**config.mk**
```make
export PLATFORM = sky130hd
export DESIGN_NAME = bds_ctrl
export DESIGN_NICKNAME = d
export VERILOG_FILES = /design/src/rtl/bds_pkg.sv /design/src/rtl/bds_ctrl.sv
export SDC_FILE = /design/constraint.sdc
export NUM_CORES = 1
export LEC_CHECK = 0
export BUFFER_PORTS_ARGS = -buffer_cell sky130_fd_sc_hd__buf_2
export CAP_MARGIN = 30
export CORE_AREA = 2 2 39 41
export CTS_BUF_LIST = sky130_fd_sc_hd__clkbuf_8
export DETAILED_ROUTE_END_ITERATION = 16
export DIE_AREA = 0 0 41 43
export PLACE_DENSITY_LB_ADDON = 0.1
export SLEW_MARGIN = 20
export SYNTH_ARGS = -nofsm -noshare
export SYNTH_HDL_FRONTEND = slang
export SYNTH_SLANG_ARGS = --single-unit
```
**constraint.sdc**
```tcl
create_clock -name clk -period 1.75 [get_ports clk]
set_clock_uncertainty 0.2 [all_clocks]
set_input_delay 0.2625 -clock clk [delete_from_list [all_inputs] [get_ports clk]]
set_output_delay 0.2625 -clock clk [all_outputs]
set_load 0.02 [all_outputs]
```
**src/rtl/bds_pkg.sv**
```systemverilog
// ----------------------------------------------------------------------------
// bds_pkg
// Shared types and constants of the brush dab spacer: datapath commands,
// status bundle, register indexes and fixed internal widths.
// ----------------------------------------------------------------------------
package bds_pkg;

  // fixed widths
  localparam int CfgW  = 20;   // config data, widest register
  localparam int IdxW  = 3;    // config register index
  localparam int NumW  = 36;   // divider dividend / quotient
  localparam int DenW  = 20;   // divider divisor / remainder
  localparam int RadW  = 33;   // squared segment length
  localparam int DistW = 17;   // segment length
  localparam int SpcW  = 18;   // spacing, leftover, distance along segment
  localparam int TotW  = 33;   // travelled plus distance along segment
  localparam int NW    = 12;   // dab count of one segment

  // config register indexes
  localparam logic [IdxW-1:0] REG_BRUSH_SIZE    = 3'd0;
  localparam logic [IdxW-1:0] REG_SPACING_FRAC  = 3'd1;
  localparam logic [IdxW-1:0] REG_BASE_OPACITY  = 3'd2;
  localparam logic [IdxW-1:0] REG_TAPER_LEN     = 3'd3;
  localparam logic [IdxW-1:0] REG_FALLOFF_LEN   = 3'd4;
  localparam logic [IdxW-1:0] REG_SIZE_BY_PRES  = 3'd5;
  localparam logic [IdxW-1:0] REG_OPAC_BY_PRES  = 3'd6;

  localparam logic [SpcW-1:0] MIN_SPACING = 18'd32;
  localparam logic [SpcW-1:0] NEGL_LEFT   = 18'd2;
  localparam logic [8:0]      PRES_ONE    = 9'd256;

  // datapath commands
  typedef enum logic [4:0] {
    DP_NOP,
    DP_LATCH,
    DP_BEGIN,
    DP_SQUARE,
    DP_ROOT,
    DP_ROOT_WAIT,
    DP_C0,
    DP_DIV_N,
    DP_WAIT_N,
    DP_TOTAL,
    DP_DIV_X,
    DP_WAIT_X,
    DP_DIV_Y,
    DP_WAIT_Y,
    DP_DIV_T,
    DP_WAIT_T,
    DP_DIV_F,
    DP_WAIT_F,
    DP_EMIT,
    DP_FIN
  } dp_cmd_t;

  // datapath status
  typedef struct packed {
    logic sqrt_done;
    logic div_done;
    logic is_begin;
    logic negligible;
    logic n_zero;
    logic last_dab;
    logic out_free;
  } dp_stat_t;

endpackage

```
**src/rtl/bds_ctrl.sv**
```systemverilog
// ----------------------------------------------------------------------------
// bds_ctrl
// Controller: sequences segment setup, the dab loop and the state update.
// ----------------------------------------------------------------------------
module bds_ctrl (
  input  logic               clk,
  input  logic               rst,
  input  logic               in_valid,
  output logic               in_stall,
  input  bds_pkg::dp_stat_t  stat,
  output bds_pkg::dp_cmd_t   cmd
);

  typedef enum logic [4:0] {
    S_IDLE, S_LOAD, S_ROOT, S_ROOT_WAIT, S_C0, S_NCHK, S_WAITN,
    S_TOTAL, S_DIVX, S_WAITX, S_DIVY, S_WAITY, S_DIVT, S_WAITT,
    S_DIVF, S_WAITF, S_EMIT, S_FIN
  } state_t;

  state_t state;
  state_t state_next;

  assign in_stall = state != S_IDLE;

  // next state and command
  always_comb begin
    state_next = state;
    cmd        = bds_pkg::DP_NOP;
    unique case (state)
      S_IDLE: begin
        if (in_valid) begin
          cmd        = bds_pkg::DP_LATCH;
          state_next = S_LOAD;
        end
      end
      S_LOAD: begin
        if (stat.is_begin) begin
          cmd        = bds_pkg::DP_BEGIN;
          state_next = S_IDLE;
        end else begin
          cmd        = bds_pkg::DP_SQUARE;
          state_next = S_ROOT;
        end
      end
      S_ROOT: begin
        cmd        = bds_pkg::DP_ROOT;
        state_next = S_ROOT_WAIT;
      end
      S_ROOT_WAIT: begin
        cmd = bds_pkg::DP_ROOT_WAIT;
        if (stat.sqrt_done) state_next = S_C0;
      end
      S_C0: begin
        if (stat.negligible) begin
          state_next = S_IDLE;
        end else begin
          cmd        = bds_pkg::DP_C0;
          state_next = S_NCHK;
        end
      end
      S_NCHK: begin
        if (stat.n_zero) begin
          state_next = S_FIN;
        end else begin
          cmd        = bds_pkg::DP_DIV_N;
          state_next = S_WAITN;
        end
      end
      S_WAITN: begin
        cmd = bds_pkg::DP_WAIT_N;
        if (stat.div_done) state_next = S_TOTAL;
      end
      S_TOTAL: begin
        cmd        = bds_pkg::DP_TOTAL;
        state_next = S_DIVX;
      end
      S_DIVX: begin
        cmd        = bds_pkg::DP_DIV_X;
        state_next = S_WAITX;
      end
      S_WAITX: begin
        cmd = bds_pkg::DP_WAIT_X;
        if (stat.div_done) state_next = S_DIVY;
      end
      S_DIVY: begin
        cmd        = bds_pkg::DP_DIV_Y;
        state_next = S_WAITY;
      end
      S_WAITY: begin
        cmd = bds_pkg::DP_WAIT_Y;
        if (stat.div_done) state_next = S_DIVT;
      end
      S_DIVT: begin
        cmd        = bds_pkg::DP_DIV_T;
        state_next = S_WAITT;
      end
      S_WAITT: begin
        cmd = bds_pkg::DP_WAIT_T;
        if (stat.div_done) state_next = S_DIVF;
      end
      S_DIVF: begin
        cmd        = bds_pkg::DP_DIV_F;
        state_next = S_WAITF;
      end
      S_WAITF: begin
        cmd = bds_pkg::DP_WAIT_F;
        if (stat.div_done) state_next = S_EMIT;
      end
      S_EMIT: begin
        if (stat.out_free) begin
          cmd        = bds_pkg::DP_EMIT;
          state_next = stat.last_dab ? S_FIN : S_TOTAL;
        end
      end
      S_FIN: begin
        cmd        = bds_pkg::DP_FIN;
        state_next = S_IDLE;
      end
      default: state_next = S_IDLE;
    endcase
  end

  always_ff @(posedge clk) begin
    if (rst) begin
      state <= S_IDLE;
    end else begin
      state <= state_next;
    end
  end

endmodule

```
; ---- Word level (Yosys, flattened, before mapping)
; Index checks and enable logic that the tools add are counted.
[totals]
output_inout_bits = 6
wordCells = 48
latch_bits = 0
rom_bits = 0
n_memories = 0
ramBits = 0
input_bits = 10
ff_bits = 5
[classes]
n_div = 0
n_reduce_logical = 3
n_mul = 0
bitwise_logic = 0
eq_ne = 25
magnitude_cmp = 0
muxes = 19
shifts = 0
add_sub_neg = 0
[op_table]
columns = cell, n
row1 = 5-bit one-hot mux with 18 select lines, 1
row2 = 5-bit one-hot mux with 17 select lines, 1
row3 = 5-bit two-way mux, 11
row4 = 5-bit by 4-bit == test with 1-bit output (second input constant), 8
row5 = 5-bit by 3-bit == test with 1-bit output (second input constant), 4
row6 = 2-bit != test (second input constant), 8
row7 = 5-bit by 2-bit == test with 1-bit output (second input constant), 2
row8 = 5-bit == test (second input constant), 2
row9 = 3-bit two-way mux, 3
row10 = 8-bit AND reduction, 1
row11 = 5-bit by 1-bit == test with 1-bit output (second input constant), 1
row12 = 5-bit zero test, 1
row13 = 5-bit nonzero test, 1
row14 = 1-bit two-way mux, 2
row15 = 2-bit two-way mux, 1

; ---- Logic depth before layout (Yosys ltp)
[depth]
depth_word = 3
ltp_mapped = 6
ltp_nobuf = 5

; ---- Worst setup path before layout
; No wires, ideal clock.
[synth_path]
path_kind = register to output
start = reg state[0]
end = out cmd[2]
path_buffers = 1
arrival_ns = 1.496
setup_slack_ns = -0.208
path_stages_with_launch = 6
path_cell_list = dfxtp_1 > buf_2 > mux2i_1 > nor2_1 > or3_1 > a21oi_1
[synth_via]
elab_chain_cells = 2
elab_cells_between_ends = 19
[synth_lines]
columns = element, line
row1 = "start, declared", bds_ctrl.sv:20  ; state_t state;
row2 = "start signal, assigned", bds_ctrl.sv:127  ; state <= state_next;
row3 = 5-bit == test (tied with other cells), bds_ctrl.sv:29  ; unique case (state)
row4 = 5-bit one-hot mux with 18 select lines (*), bds_ctrl.sv:29
row5 = "end, declared", bds_ctrl.sv:11  ; output bds_pkg::dp_cmd_t cmd
; Every way passes the cells marked *; elsewhere a longest branch is shown, timed or not.

; ---- Final worst setup path
[layout_path]
start = reg state[3]
end = out in_stall
[layout_via]
elab_chain_cells = 1
[layout_lines]
columns = element, line
row1 = 5-bit nonzero test, bds_ctrl.sv:23  ; assign in_stall = state != S_IDLE;
row2 = "end, declared", bds_ctrl.sv:9  ; output logic in_stall,
; Every way passes these cells.

==> results.txt <==
----------------------------------------------------
[Hold path]
  Tightest Hold Check Type ... in -> reg

[Detailed routing]
  Number of nets with antenna violations after routing ... 0
  Detailed Route Iter0 Violations ... 24
  Met1 layer wirelength in the final routing ... 916 um
  Post-DR vias/cell ... 6.20
  Vias after detailed routing ... 868
  Metal3 WL ... 118 um
  Wire length per cell ... 16.7 um
  Routed length on met2 ... 1280 um
  Pre-antenna DRT Iters ... 4
  Remaining routing DRC violations ... 0
  DRT Wirelength ... 2340 um
  Uppermost metal layer occupied by signal nets ... met4

[Power]
  PwrDens ... 1070 nW/um2
  VDD IR max ... 0.579 mV
  Leak pwr ... 0.448 nW

[Die]
  Boundary Pins ... 16
  Placeable core area ... 1380 um2
  Starting density of the core ... 44.2%
  Number of cell rows ... 14
  Die Ht ... 43 um
  Area enclosed by the die boundary ... 1760 um2
  Die X ... 41 um

[Placed design]
  Global placer's final weighted congestion ... 0.909
  Quantity of I/O buffers inserted on ports ... 15
  Number of placed instances, taps included ... 130
  Post-detailed-placement half-perimeter wirelength ... 1420 um

[GRT]
  Via count of the first global-routing pass ... 772
  Leftover overflow at the end of global routing ... 0
  Global Route Usage Sum ... 26.8%
  Largest net degree at the start of global routing ... 20
  Wire length of the first global-routing pass ... 3260 um
  Number of antenna violations at the first check in global routing ... 0

[STA]
  Final hold vios ... 0
  Tcrit/Tclk final ... 111%
  Worst Setup Slack, final ... -0.192 ns
  Setup repair after global routing missed its margin ... yes
  Final period demand of the worst path ... 1.94 ns
  Final count of negative-setup-slack endpoints ... 7
  Final total negative setup slack ... -0.914 ns
  Transition time at the pin with the least slew margin ... 0.315 ns
  Maximum achievable frequency ... 515 MHz
  Max-Slew Margin vs Limit ... 79.0%
  Final-layout worst hold slack ... 0.0821 ns
  Pins Over Slew Limit ... 0

[Cells and area]
  Reg with most FFs ... state
  Number of antenna repair diodes ... 0
  Post-route insts no fill ... 140
  Utilization after layout ... 78.2%
  Nets ... 135
  Fraction of layout cells with a size suffix above 1 ... 56.5%
  Area growth from synthesis to final layout ... 76.9%
  Largest register FFs ... 5
  Fillcell total ... 98
  Top flop regs ... state x5

[CTS]
  Clock Pin Slew Worst Setup and Hold Paths ... 0.04 ns
  CTS HTree Levels ... 1
  Worst skew pair latency ... 0.22 ns
  Number of CTS-inserted buffers ... 3
  Clock Sink Count ... 5
  CTS root buffer ... sky130_fd_sc_hd__clkbuf_8
  CTS tree ... yes
  Longest Clk Path Bufs ... 2

[Synthesis]
  Yosys synthesis warning count ... 0
  Number of synthesized register bits ... 5
  Register area share after synthesis ... 16.4%
  Syn Inst Count ... 87
  Mean area per synthesized cell ... 7.03 um2
  Distinct cells, synth ... 37
  Area of the mapped netlist ... 612 um2
  Net count of the mapped netlist ... 97

[Run status]
  Violated checks ... negative setup slack
  Outcome ... complete, but fails checks

[Worst setup path]
  Worst Setup End Kind ... primary output
  CP Launch Type ... register
  Critical Path RT ... 1.29 ns
  Library cell contributing the largest single delay on the critical path ... sky130_fd_sc_hd__or3_4
  Worst-path fanout max ... 5
  CP top delay family ... simple AND/OR/NAND/NOR gates
  Most used cell, CP ... sky130_fd_sc_hd__or3_4
  Arrival time reported for the critical path endpoint ... 1.48 ns
  Delay contributed by the slowest stage of the critical path ... 0.42 ns
  Critical setup path kind ... reg -> out
  Cells along the critical path ... or3_4, or3_4, buf_6
  Critical path buffer and inverter count ... 1

[Flow run]
  Max capacitance violation total ... 0

----------------------------------------------------
[power breakdown]
group	internal, mW	switching [mW]	total [mW]
Clock	0.150	0.0560	0.206
Combinational	0.405	0.381	0.787
Sequential	0.138	0.0257	0.163
Total	0.693	0.463	1.16
[synth_stat cells, drive strengths merged]
library cell  count  area, um2
a21oi             9       45.0
nor2              9       36.3
or3               6       43.8
buf               5       31.3
dfxtp             5        100
nand3             5       25.0
clkbuf            4       15.0
nand2             4       15.0
o21ai             4       20.0
o31ai             4       35.0
a31oi             3       18.8
inv               3       11.3
nand2b            3       18.8
nor2b             3       18.8
a211o             2       17.5
xnor2             2       17.5
a2111o            1       11.3
a211oi            1       12.5
a311oi            1       8.76
mux2i             1       10.0
nand3b            1       7.51
nand4             1       6.26
nor4              1       6.26
nor4b             1       8.76
nor4bb            1       10.0
o2111ai           1       8.76
o21a              1       7.51
o21bai            1       7.51
o311ai            1       8.76
o32a              1       10.0
o32ai             1       8.76
or4b              1       10.0
[layer usage]
layer | vias up | track usage, %
li1 | 399 | -
met1 | 424 | 32.9
met2 | 41 | 44.1
met3 | 4 | 4.19
met4 | 0 | 10.7
met5 | - | 0
[per-stage QoR]
stage | instance area (um2) | power (mW) | worst slack [ns]
2_1_floorplan | 642 | 0.546 | -0.0983
3_3_place_gp | 848 | 0.707 | -0.0281
3_5_place_dp | 848 | 0.711 | -0.0679
4_1_cts | 970 | 1.04 | -0.178
5_1_grt | 1080 | 1.22 | -0.233
6_report | 1080 | 1.16 | -0.192
[layout make-up]
| type | count | area [um2] | area share (%) |
|---|---|---|---|
| multi-input combinational | 70 | 569 | 52.6 |
| sequential | 5 | 114 | 10.5 |
| tap | 16 | 20.0 | 1.85 |
| timing repair buffer | 42 | 323 | 29.8 |
| clock buffer | 3 | 41.3 | 3.82 |
| clock inverter | 1 | 3.75 | 0.347 |
| inverter | 3 | 11.3 | 1.04 |
[placed cells by master (no fill, tap or decap), types with 2 or more instances in the layout]
cell type,synthesis,routed
sky130_fd_sc_hd__buf_6,1,8
sky130_fd_sc_hd__a21oi_1,9,8
sky130_fd_sc_hd__or3_1,4,2
sky130_fd_sc_hd__inv_1,3,4
sky130_fd_sc_hd__a211o_1,2,2
sky130_fd_sc_hd__or3_4,1,4
sky130_fd_sc_hd__clkbuf_8,0,3
sky130_fd_sc_hd__a31oi_1,3,3
sky130_fd_sc_hd__xnor2_1,2,2
sky130_fd_sc_hd__buf_4,0,25
sky130_fd_sc_hd__dfxtp_2,0,2
sky130_fd_sc_hd__nand2b_1,3,3
sky130_fd_sc_hd__o21ai_0,4,3
sky130_fd_sc_hd__nand2_1,4,4
sky130_fd_sc_hd__o31ai_1,3,3
sky130_fd_sc_hd__nor2_1,8,7
sky130_fd_sc_hd__nand3_1,5,5
sky130_fd_sc_hd__buf_2,4,9
sky130_fd_sc_hd__dfxtp_4,0,3
sky130_fd_sc_hd__nor2b_2,0,2
[worst register-to-register path, stage by stage, from the launching register on]
cell and delay [ns]:
sky130_fd_sc_hd__dfxtp_4 0.36, sky130_fd_sc_hd__or3_4 0.42, sky130_fd_sc_hd__or3_1 0.37, sky130_fd_sc_hd__o31ai_2 0.10
sky130_fd_sc_hd__nor2_2 0.07, sky130_fd_sc_hd__a311oi_1 0.20
[timing repair]
action,4_1_cts,5_1_grt
resized for setup,20,18
setup endpoints to repair,9,10
hold buffers,0,0
pin swaps,6,2
buffers inserted,2,4
[cells by family (layout without fill, tap and decap cells)]
family | after synthesis | after routing | synth area share, %
muxes | 1 | 1 | 1.64
xor gates and xnor gates | 2 | 2 | 2.86
AOI/OAI and AO/OA | 31 | 31 | 36.0
and+or+nand+nor | 36 | 36 | 33.7
buffers and inverters | 12 | 49 | 9.41
DFF | 5 | 5 | 16.4
[worst paths after layout]
path	from	to	slack (ns)	cells after the start
max	state[3]	in_stall	-0.19	3
max reg2reg	state[3]	state[1]	-0.06	5
min	rst	state[4]	0.08	2
min reg2reg	state[4]	state[4]	0.55	3
No activity file was read; power rests on OpenSTA's default activity.
